## config.mk

```make
export PLATFORM = sky130hd
export DESIGN_NAME = zrs_div
export DESIGN_NICKNAME = d
export VERILOG_FILES = /design/src/design/zrs_pkg.sv /design/src/design/zrs_div.sv
export SDC_FILE = /design/constraint.sdc
export NUM_CORES = 1
export LEC_CHECK = 0
export BUFFER_PORTS_ARGS = -buffer_cell sky130_fd_sc_hd__buf_2
export CAP_MARGIN = 15
export CORE_ASPECT_RATIO = 0.6
export CORE_MARGIN = 2
export CORE_UTILIZATION = 40
export DETAILED_ROUTE_END_ITERATION = 10
export PLACE_DENSITY = 0.65
export SKIP_CTS_REPAIR_TIMING = 1
export SYNTH_ARGS = -nofsm -noshare
export SYNTH_HDL_FRONTEND = slang
export SYNTH_SLANG_ARGS = --single-unit
```

## constraint.sdc

```tcl
create_clock -name clk -period 6.7 [get_ports clk]
set_input_delay 2.01 -clock clk [delete_from_list [all_inputs] [get_ports clk]]
set_output_delay 2.01 -clock clk [all_outputs]
set_load 0.02 [all_outputs]
```

## src/design/zrs_pkg.sv

```systemverilog
// ----------------------------------------------------------------------------
// zrs_pkg
// Shared constants for the Zipf rank sampler.
// ----------------------------------------------------------------------------
package zrs_pkg;

	localparam int MAX_RANKS        = 4096;
	localparam int RANK_W           = 13;
	localparam int ADDR_W           = 12;
	localparam int WEIGHT_FRAC_BITS = 48;
	localparam int POW_W            = WEIGHT_FRAC_BITS + 1;
	localparam int SUM_W            = 64;
	localparam int EXP_W            = 3;
	localparam int CFG_IDX_W        = 2;
	localparam int CFG_DATA_W       = 13;
	localparam int CNT_W            = 6;

	localparam logic [EXP_W-1:0]     EXP_MAX   = 3'd4;
	localparam logic [CFG_IDX_W-1:0] REG_EXPONENT   = 2'd0;
	localparam logic [CFG_IDX_W-1:0] REG_RANK_COUNT = 2'd1;

endpackage

```

## src/design/zrs_div.sv

```systemverilog
// ----------------------------------------------------------------------------
// zrs_div
// Restoring divider, one quotient bit per cycle: 2^48 / divisor.
// ----------------------------------------------------------------------------
module zrs_div (
	input  logic                     clk,
	input  logic                     arst_n,
	input  logic                     start,
	input  logic [zrs_pkg::POW_W-1:0] divisor,
	output logic                     done,
	output logic [zrs_pkg::POW_W-1:0] quotient
);
	import zrs_pkg::*;

	logic             busy_q;
	logic [CNT_W-1:0] bit_q;
	logic [POW_W:0]   rem_q;
	logic [POW_W-1:0] quo_q;
	logic [POW_W-1:0] dvs_q;
	logic [POW_W:0]   rem_shift;
	logic             fits;

	assign rem_shift = {rem_q[POW_W-1:0], (bit_q == CNT_W'(WEIGHT_FRAC_BITS))};
	assign fits      = rem_shift >= {1'b0, dvs_q};

	always_ff @(posedge clk or negedge arst_n) begin
		if (!arst_n) begin
			busy_q <= 1'b0;
			done   <= 1'b0;
			bit_q  <= '0;
		end else begin
			done <= 1'b0;
			if (start) begin
				busy_q <= 1'b1;
				bit_q  <= CNT_W'(WEIGHT_FRAC_BITS);
			end else if (busy_q) begin
				if (bit_q == '0) begin
					busy_q <= 1'b0;
					done   <= 1'b1;
				end else begin
					bit_q <= bit_q - 1'b1;
				end
			end
		end
	end

	always_ff @(posedge clk) begin
		if (start) begin
			rem_q <= '0;
			quo_q <= '0;
			dvs_q <= divisor;
		end else if (busy_q) begin
			rem_q <= fits ? rem_shift - {1'b0, dvs_q} : rem_shift;
			quo_q <= {quo_q[POW_W-2:0], fits};
		end
	end

	assign quotient = quo_q;

endmodule

```

==> flow_summary_export.csv, run 1 <==
group,metric,value,unit
clocking,clk_pin_slew,0.07,ns
synth,yosys-top-cells-count,"nor2_1, nand2_1, dfxtp_1",
synth,synth.cell_area,8600,µm²
floorplanning,io_pins,102,
sta,hold_viol_final,0,
synth,synthArstFlopShare,5.16,%
grt,grt_max_degree,77,
floorplanning,rows,41,
worst_hold_path,hold_path_class,"flop to flop",
clocking,cts_tree,"built",
clocking,cts_buffers,17,
sta,setup_viol,0,
grt,grt_overflow,0,
clocking,clockBufferDepth,2,
worst_setup_path,crit_path_cell_trace,"inv_1 > ha_1 > nor2b_1 > nand4b_1 > ha_1 > inv_1 > fa_1 > a211oi_1 > o21bai_1 > o21ai_0 > a211oi_1 > o21ai_1 > a21oi_1 > o21ai_1 > and2_4 > mux2_2 > a211oi_1",
place,dp_cells,1313,
worst_setup_path,cp_slowest_stage_delay,0.63,ns
worst_setup_path,rr_startpoint,"bit_q[0]",
finish,n_antenna_cell,0,
synth,netlist_instances,980,
synth,ys_seq_area_share,42.3,%
place,dp_hpwl,14.1,mm
synth,yosysTopAreaCell,"dfxtp_1",
synth,ys_seq_elements,155,
worst_setup_path,start_kind,"flop",
synth,synth_warnings,0,
status,outcome,"completed",
floorplanning,dieArea,22700,µm²
worst_setup_path,crit_slowest_cell,"and2_4",
worst_setup_path,crit_type,"flop to flop",
sta,fin_crit_sh,68.3,%
routing,wl_met3,1.09,mm
clocking,clock-root-buffer,"clkbuf_16",
routing,antenna_left,0,
sta,min_period,4.58,ns
finish,final_layout_size_suffix_gt1_share,13.7,%
sta,rsz0062_at_grt,"no",
synth,syn-num-nets,1084,
place,port_buffers,101,
routing,vias,7141,
pwr,power_density,386,nW/µm²
pwr,vdd_ir_drop_max,0.000199,V
worst_setup_path,critPathArrivalTime,4.93,ns
sta,hold_ws,0.491,ns
synth,synth.most_common_cell,"nor2_1",
synth,synthDistinctLibCells,62,
place,gp_congestion,0.864,
sta,fin_skew,0.0126,ns
floorplanning,die_x,193,µm
floorplanning,start_util,40.9,%
routing,wl_met2,7.92,mm
clocking,insertion_delay,0.44,ns
floorplanning,coreArea,21000,µm²
sta,setup_ws,2.12,ns
routing,wl_met1,11.1,mm
sta,max_freq,218,MHz
synth,synth_flop_cell,"dfxtp_1",
routing,top_layer_used,"met4",
flow_run,maxCapViolCount,0,
finish,fin_cells,1345,
worst_hold_path,hold_path_startpoint,"quotient[48]",
grt,grt_usage,18.6,%
finish,final.fill_count,2066,
finish,area_delta_synth_final,15.2,%
worst_setup_path,path_common_cell,"a211oi_1",
grt,grt_pass1_wl,34.6,mm
sta,max_slew_margin,36.9,%
synth,avgSynthCellArea,8.77,µm²
sta,tightest_slew,0.947,ns
sta,maxSlewViolCount,0,
place,place_ws,2.20,ns
routing,route.detailed.drc,0,
routing,wire_per_inst,15.1,µm
grt,grt_pass1_vias,6742,
clocking,h-tree-depth,4,
pwr,leakagePower,4.72,nW
routing,firstDrtPassIters,5,
routing,vias_per_cell,5.31,
synth,synth_edf_count,49,
clocking,cts.sinks,155,
synth,synth_area_leaders,"dfxtp_1, edfxtp_1, ha_1",
worst_setup_path,crit_required,7.05,ns
worst_setup_path,crit_path_end_kind,"flop",
floorplanning,dieHeight,118,µm
synth,synth_top_area_share,22.8,%
worst_setup_path,critPathLaunch,"bit_q[0]",
routing,wl,20.3,mm
routing,drt_iter0_markers,587,
finish,nNetsFinal,1157,
grt,antenna_found_initial,0,
sta,final.setup.tns,0,ns
worst_setup_path,crit_fanout,52,
-- cells by family after synthesis --
logic type	count (synthesis)	synth area share (%)
AO/OA/AOI/OAI	216	16.7
XOR/XNOR	44	4.48
adder cells (fa/ha/maj)	52	7.65
buffers and inverters	119	5.47
flip-flops	155	42.3
multiplexers	50	5.85
AND/OR/NAND/NOR	344	17.6
-- state kept, by name, indices dropped and copies added (netlist names) --
signal and cells:
bit_q 6, busy_q 1, done 1, dvs_q 49
quotient 49, rem_q 49
-- power by group --
part / internal, mW / leakage, nW / switching, mW / total [mW]
clock: 0.597 / 0.311 / 0.438 / 1.04
combinational: 0.602 / 3.05 / 0.931 / 1.53
sequential: 1.13 / 1.36 / 0.127 / 1.25
-- path summary, 6_finish.rpt --
| kind | end | slack (ns) | depth (start not counted) |
|---|---|---|---|
| min | quotient[48] | 0.49 | 2 |
| min in group asynchronous | bit_q[3] | 1.40 | 1 |
| max reg2reg | rem_q[0] | 2.12 | 17 |
| min reg2reg | quotient[48] | 0.49 | 2 |
| max in group asynchronous | busy_q | 5.10 | 1 |
| max | rem_q[0] | 2.12 | 17 |
-- worst max-delay path, delay by kind of cell, from the launching register on --
kind / cells / cell delay [ns]
compound gates: 8 / 1.86
flops: 1 / 0.39
mux: 1 / 0.41
buf+inv: 2 / 0.14
simple gates: 3 / 0.88
fa+ha+maj: 3 / 0.78
-- per-stage QoR --
stage	utilization, %	power [mW]	instance area (µm²)
final	47.1	3.82	9910
after global routing	47.1	4.10	9910
after CTS	47.1	3.83	9910
after detailed placement	44.1	2.77	9280
after global placement	44.1	2.76	9280
after floorplan	-	2.45	8600
-- placed cells by master (no fill, tap or decap), types with 8 or more instances in the layout --
| cell type | count |
|---|---|
| nor2_1 | 138 |
| nand2_1 | 122 |
| buf_2 | 100 |
| dfxtp_1 | 98 |
| inv_1 | 68 |
| a21oi_1 | 65 |
| ha_1 | 51 |
| edfxtp_1 | 49 |
| mux2i_1 | 48 |
| a311oi_1 | 39 |
| o21ai_0 | 33 |
| xnor2_1 | 29 |
| a21o_1 | 21 |
| clkbuf_16 | 18 |
| xor2_1 | 15 |
| nand4_1 | 13 |
| nor2b_1 | 10 |
| nand3_1 | 10 |
| and3_1 | 9 |
| nor3_1 | 8 |
| a211oi_1 | 8 |
| a31oi_1 | 8 |
-- routing by layer --
layer  vias to the layer above  global-route usage [%]
met5                         -                       0
met4                         0                    5.15
met3                        11                    4.56
met2                       183                    25.3
met1                      3356                    28.6
li1                       3591                       -
-- layout make-up --
type	count	area [µm²]	area share, %
Sequential cell	155	3640	36.7
Timing Repair Buffer	105	538	5.43
Clock buffer	19	464	4.68
Clock inverter	13	169	1.70
Tap cell	279	349	3.52
Inverter	68	255	2.58
Multi-Input combinational cell	706	4500	45.4
No activity file was read; power rests on OpenSTA's default activity.
==> run 2, diff against run 1 <==
--- a/config.mk
+++ b/config.mk
@@ -5,6 +5,7 @@
 export SDC_FILE = /design/constraint.sdc
 export NUM_CORES = 1
 export LEC_CHECK = 0
+export ABC_AREA = 1
 export BUFFER_PORTS_ARGS = -buffer_cell sky130_fd_sc_hd__buf_2
 export CAP_MARGIN = 15
 export CORE_ASPECT_RATIO = 0.6
==> constraint.sdc (replaced) <==
create_clock -name clk -period 4.57 [get_ports clk]
set_input_delay 1.371 -clock clk [delete_from_list [all_inputs] [get_ports clk]]
set_output_delay 1.371 -clock clk [all_outputs]
set_load 0.02 [all_outputs]
==> run 2 against run 1 <==
Against the previous run: critical path depth down 2; count of clock-buffer cells in the layout up 4; global-route usage up 5.0 points; cell count up 40%; design area up 13%; area after synthesis up 15%; die area up 14%; clock skew down 0.0011 ns; register-to-register slack worse by 1.0 ns; clock power up 36%; sequential cell count unchanged; critical path type unchanged.
==> flow_summary_export.csv, run 2 <==
group,metric,value,unit
worst_setup_path,crit_type,"flop to flop",
sta,final.setup.tns,0,ns
place,gp_congestion,0.989,
place,dpl_cell_area,10600,µm²
grt,antenna_found_initial,0,
place,dp_hpwl,22.3,mm
sta,rsz0062_at_grt,"no",
flow_run,maxCapViolCount,0,
routing,route.detailed.drc,0,
clocking,clk_pin_slew,0.06,ns
finish,postLayoutCoreUtil,46.5,%
worst_setup_path,r2r_end,"rem_q[26]",
pwr,p_total,6.64,mW
routing,vias_per_cell,4.92,
pwr,leakagePower,5.88,nW
synth,synth_edf_count,49,
finish,final_area,11200,µm²
sta,fin_crit_sh,75.5,%
floorplanning,dieHeight,126,µm
clocking,cts_buffers,17,
finish,final_layout_size_suffix_gt1_share,11.7,%
worst_setup_path,start_kind,"flop",
sta,hold_viol_final,0,
floorplanning,io_pins,102,
grt,grt_max_degree,80,
grt,grt_overflow,0,
synth,synth.cell_area,9850,µm²
routing,vias,9252,
worst_setup_path,critPathArrivalTime,3.78,ns
worst_setup_path,crit_required,4.90,ns
finish,final_cell_mix,"nand2_1, inv_1, nor2_1",
sta,maxSlewViolCount,0,
synth,synth_warnings,0,
worst_hold_path,hold_path_class,"flop to flop",
synth,synth_flop_cell,"dfxtp_1",
finish,area_delta_synth_final,14.2,%
synth,ys_seq_elements,155,
floorplanning,die_x,207,µm
synth,synthArstFlopShare,5.16,%
floorplanning,coreArea,24200,µm²
sta,setup_viol,0,
place,port_buffers,101,
clocking,clock-root-buffer,"clkbuf_16",
floorplanning,rows,44,
worst_setup_path,worst-r2r-setup-slack,1.12,ns
place,dp_cells,1850,
clocking,cts.sinks,155,
synth,synthDistinctLibCells,47,
routing,drt_iter0_markers,968,
synth,ys_seq_area_share,36.9,%
clocking,h-tree-depth,4,
synth,syn-num-nets,1557,
worst_setup_path,crit_path_end_kind,"flop",
place,place_ws,1.22,ns
clocking,cts_tree,"built",
synth,netlist_instances,1453,
finish,layout_commonest_cell,"nand2_1",
worst_setup_path,crit_fanout,79,
clocking,insertion_delay,0.45,ns
sta,tightest_slew,0.984,ns
pwr,power_density,591,nW/µm²
worst_setup_path,rr_startpoint,"bit_q[0]",
grt,grt_pass1_wl,46.8,mm
routing,antenna_left,0,
floorplanning,dieArea,25900,µm²
sta,fin_skew,0.0115,ns
routing,wl,28.9,mm
sta,setup_ws,1.12,ns
finish,fin_cells,1882,
finish,nNetsFinal,1651,
worst_setup_path,worstSetupEndpoint,"rem_q[26]",
synth,yosysTopAreaCell,"dfxtp_1",
sta,max_slew_margin,34.3,%
status,outcome,"completed",
routing,wire_per_inst,15.3,µm
sta,hold_ws,0.472,ns
synth,synth.most_common_cell,"nand2_1",
clocking,clockBufferDepth,2,
synth,yosys-top-cells-count,"nand2_1, inv_1, nor2_1",
floorplanning,start_util,40.7,%
worst_setup_path,critPathLaunch,"bit_q[0]",
routing,firstDrtPassIters,8,
sta,max_freq,290,MHz
grt,grt_usage,23.6,%
synth,avgSynthCellArea,6.78,µm²
sta,min_period,3.45,ns
grt,grt_pass1_vias,8611,
synth,synth_top_area_share,19.9,%
synth,synth_area_leaders,"dfxtp_1, nand2_1, edfxtp_1",
worst_setup_path,r2r_cells,15,
finish,n_antenna_cell,0,
pwr,vdd_ir_drop_max,0.000346,V
[run 2: cell count changes after synthesis, sizes merged, moves of 12 or more]
cell    delta
a311oi    -39
nand4     +15
mux2i     -48
nor2      -21
inv      +233
o22ai     +45
clkbuf    -25
a21o      -21
xnor2     -16
a21oi     -12
nand2    +344
nand3     +87
[run 2: final cells by class]
cell class,count,area [µm²]
inverter,303,1140
tap,322,403
clock buffer,23,532
sequential,155,3630
timing repair buffer,108,558
clock inverter,9,67.6
multi-input combinational,962,4910
fill,2500,12900
[run 2: worst min path at each step]
stage	from	to	slack [ns]	cells past startpoint
floorplan	rem_q[33]	rem_q[33]	0.44	2
global placement	quotient[48]	quotient[48]	0.44	2
detailed placement	rem_q[33]	rem_q[33]	0.46	2
CTS	rem_q[43]	rem_q[43]	0.47	2
global route	rem_q[43]	rem_q[43]	0.50	2
finish	rem_q[43]	rem_q[43]	0.47	2
[run 2: cell families (layout without fill, tap and decap cells)]
group                      Yosys count  count (layout)  share of synthesized area [%]
xor gates and xnor gates            21              21                           1.87
DFF                                155             155                           36.9
and+or+nand+nor                    730             730                           31.5
AOI/OAI and AO/OA                  159             159                           9.81
adders and majority gates           52              52                           6.68
buffers and inverters              336             443                           13.3
[run 2: metal layers]
metal | GRT usage, % | wire, µm
met1 | 38.3 | 15800
met2 | 30.0 | 10500
met4 | 5.38 | 232
met3 | 5.89 | 2360
met5 | 0 | 0
[run 2: report_power, final]
| group | switching (mW) | internal (mW) |
|---|---|---|
| combinational | 2.28 | 1.10 |
| sequential | 0.185 | 1.67 |
| clock | 0.585 | 0.828 |
| total | 3.05 | 3.60 |
[run 2: worst max-delay path: stages, from the launching register on]
cell,delay [ns]
dfrtp_1,0.37
inv_1,0.12
ha_1,0.19
nand4_1,0.13
ha_1,0.20
inv_1,0.10
fa_1,0.28
nand3_1,0.12
nand3_2,0.14
nand2_2,0.07
nand2_2,0.15
nand3_4,0.36
nand2_8,0.55
nand3_1,0.28
o211ai_2,0.11
nand2_1,0.07
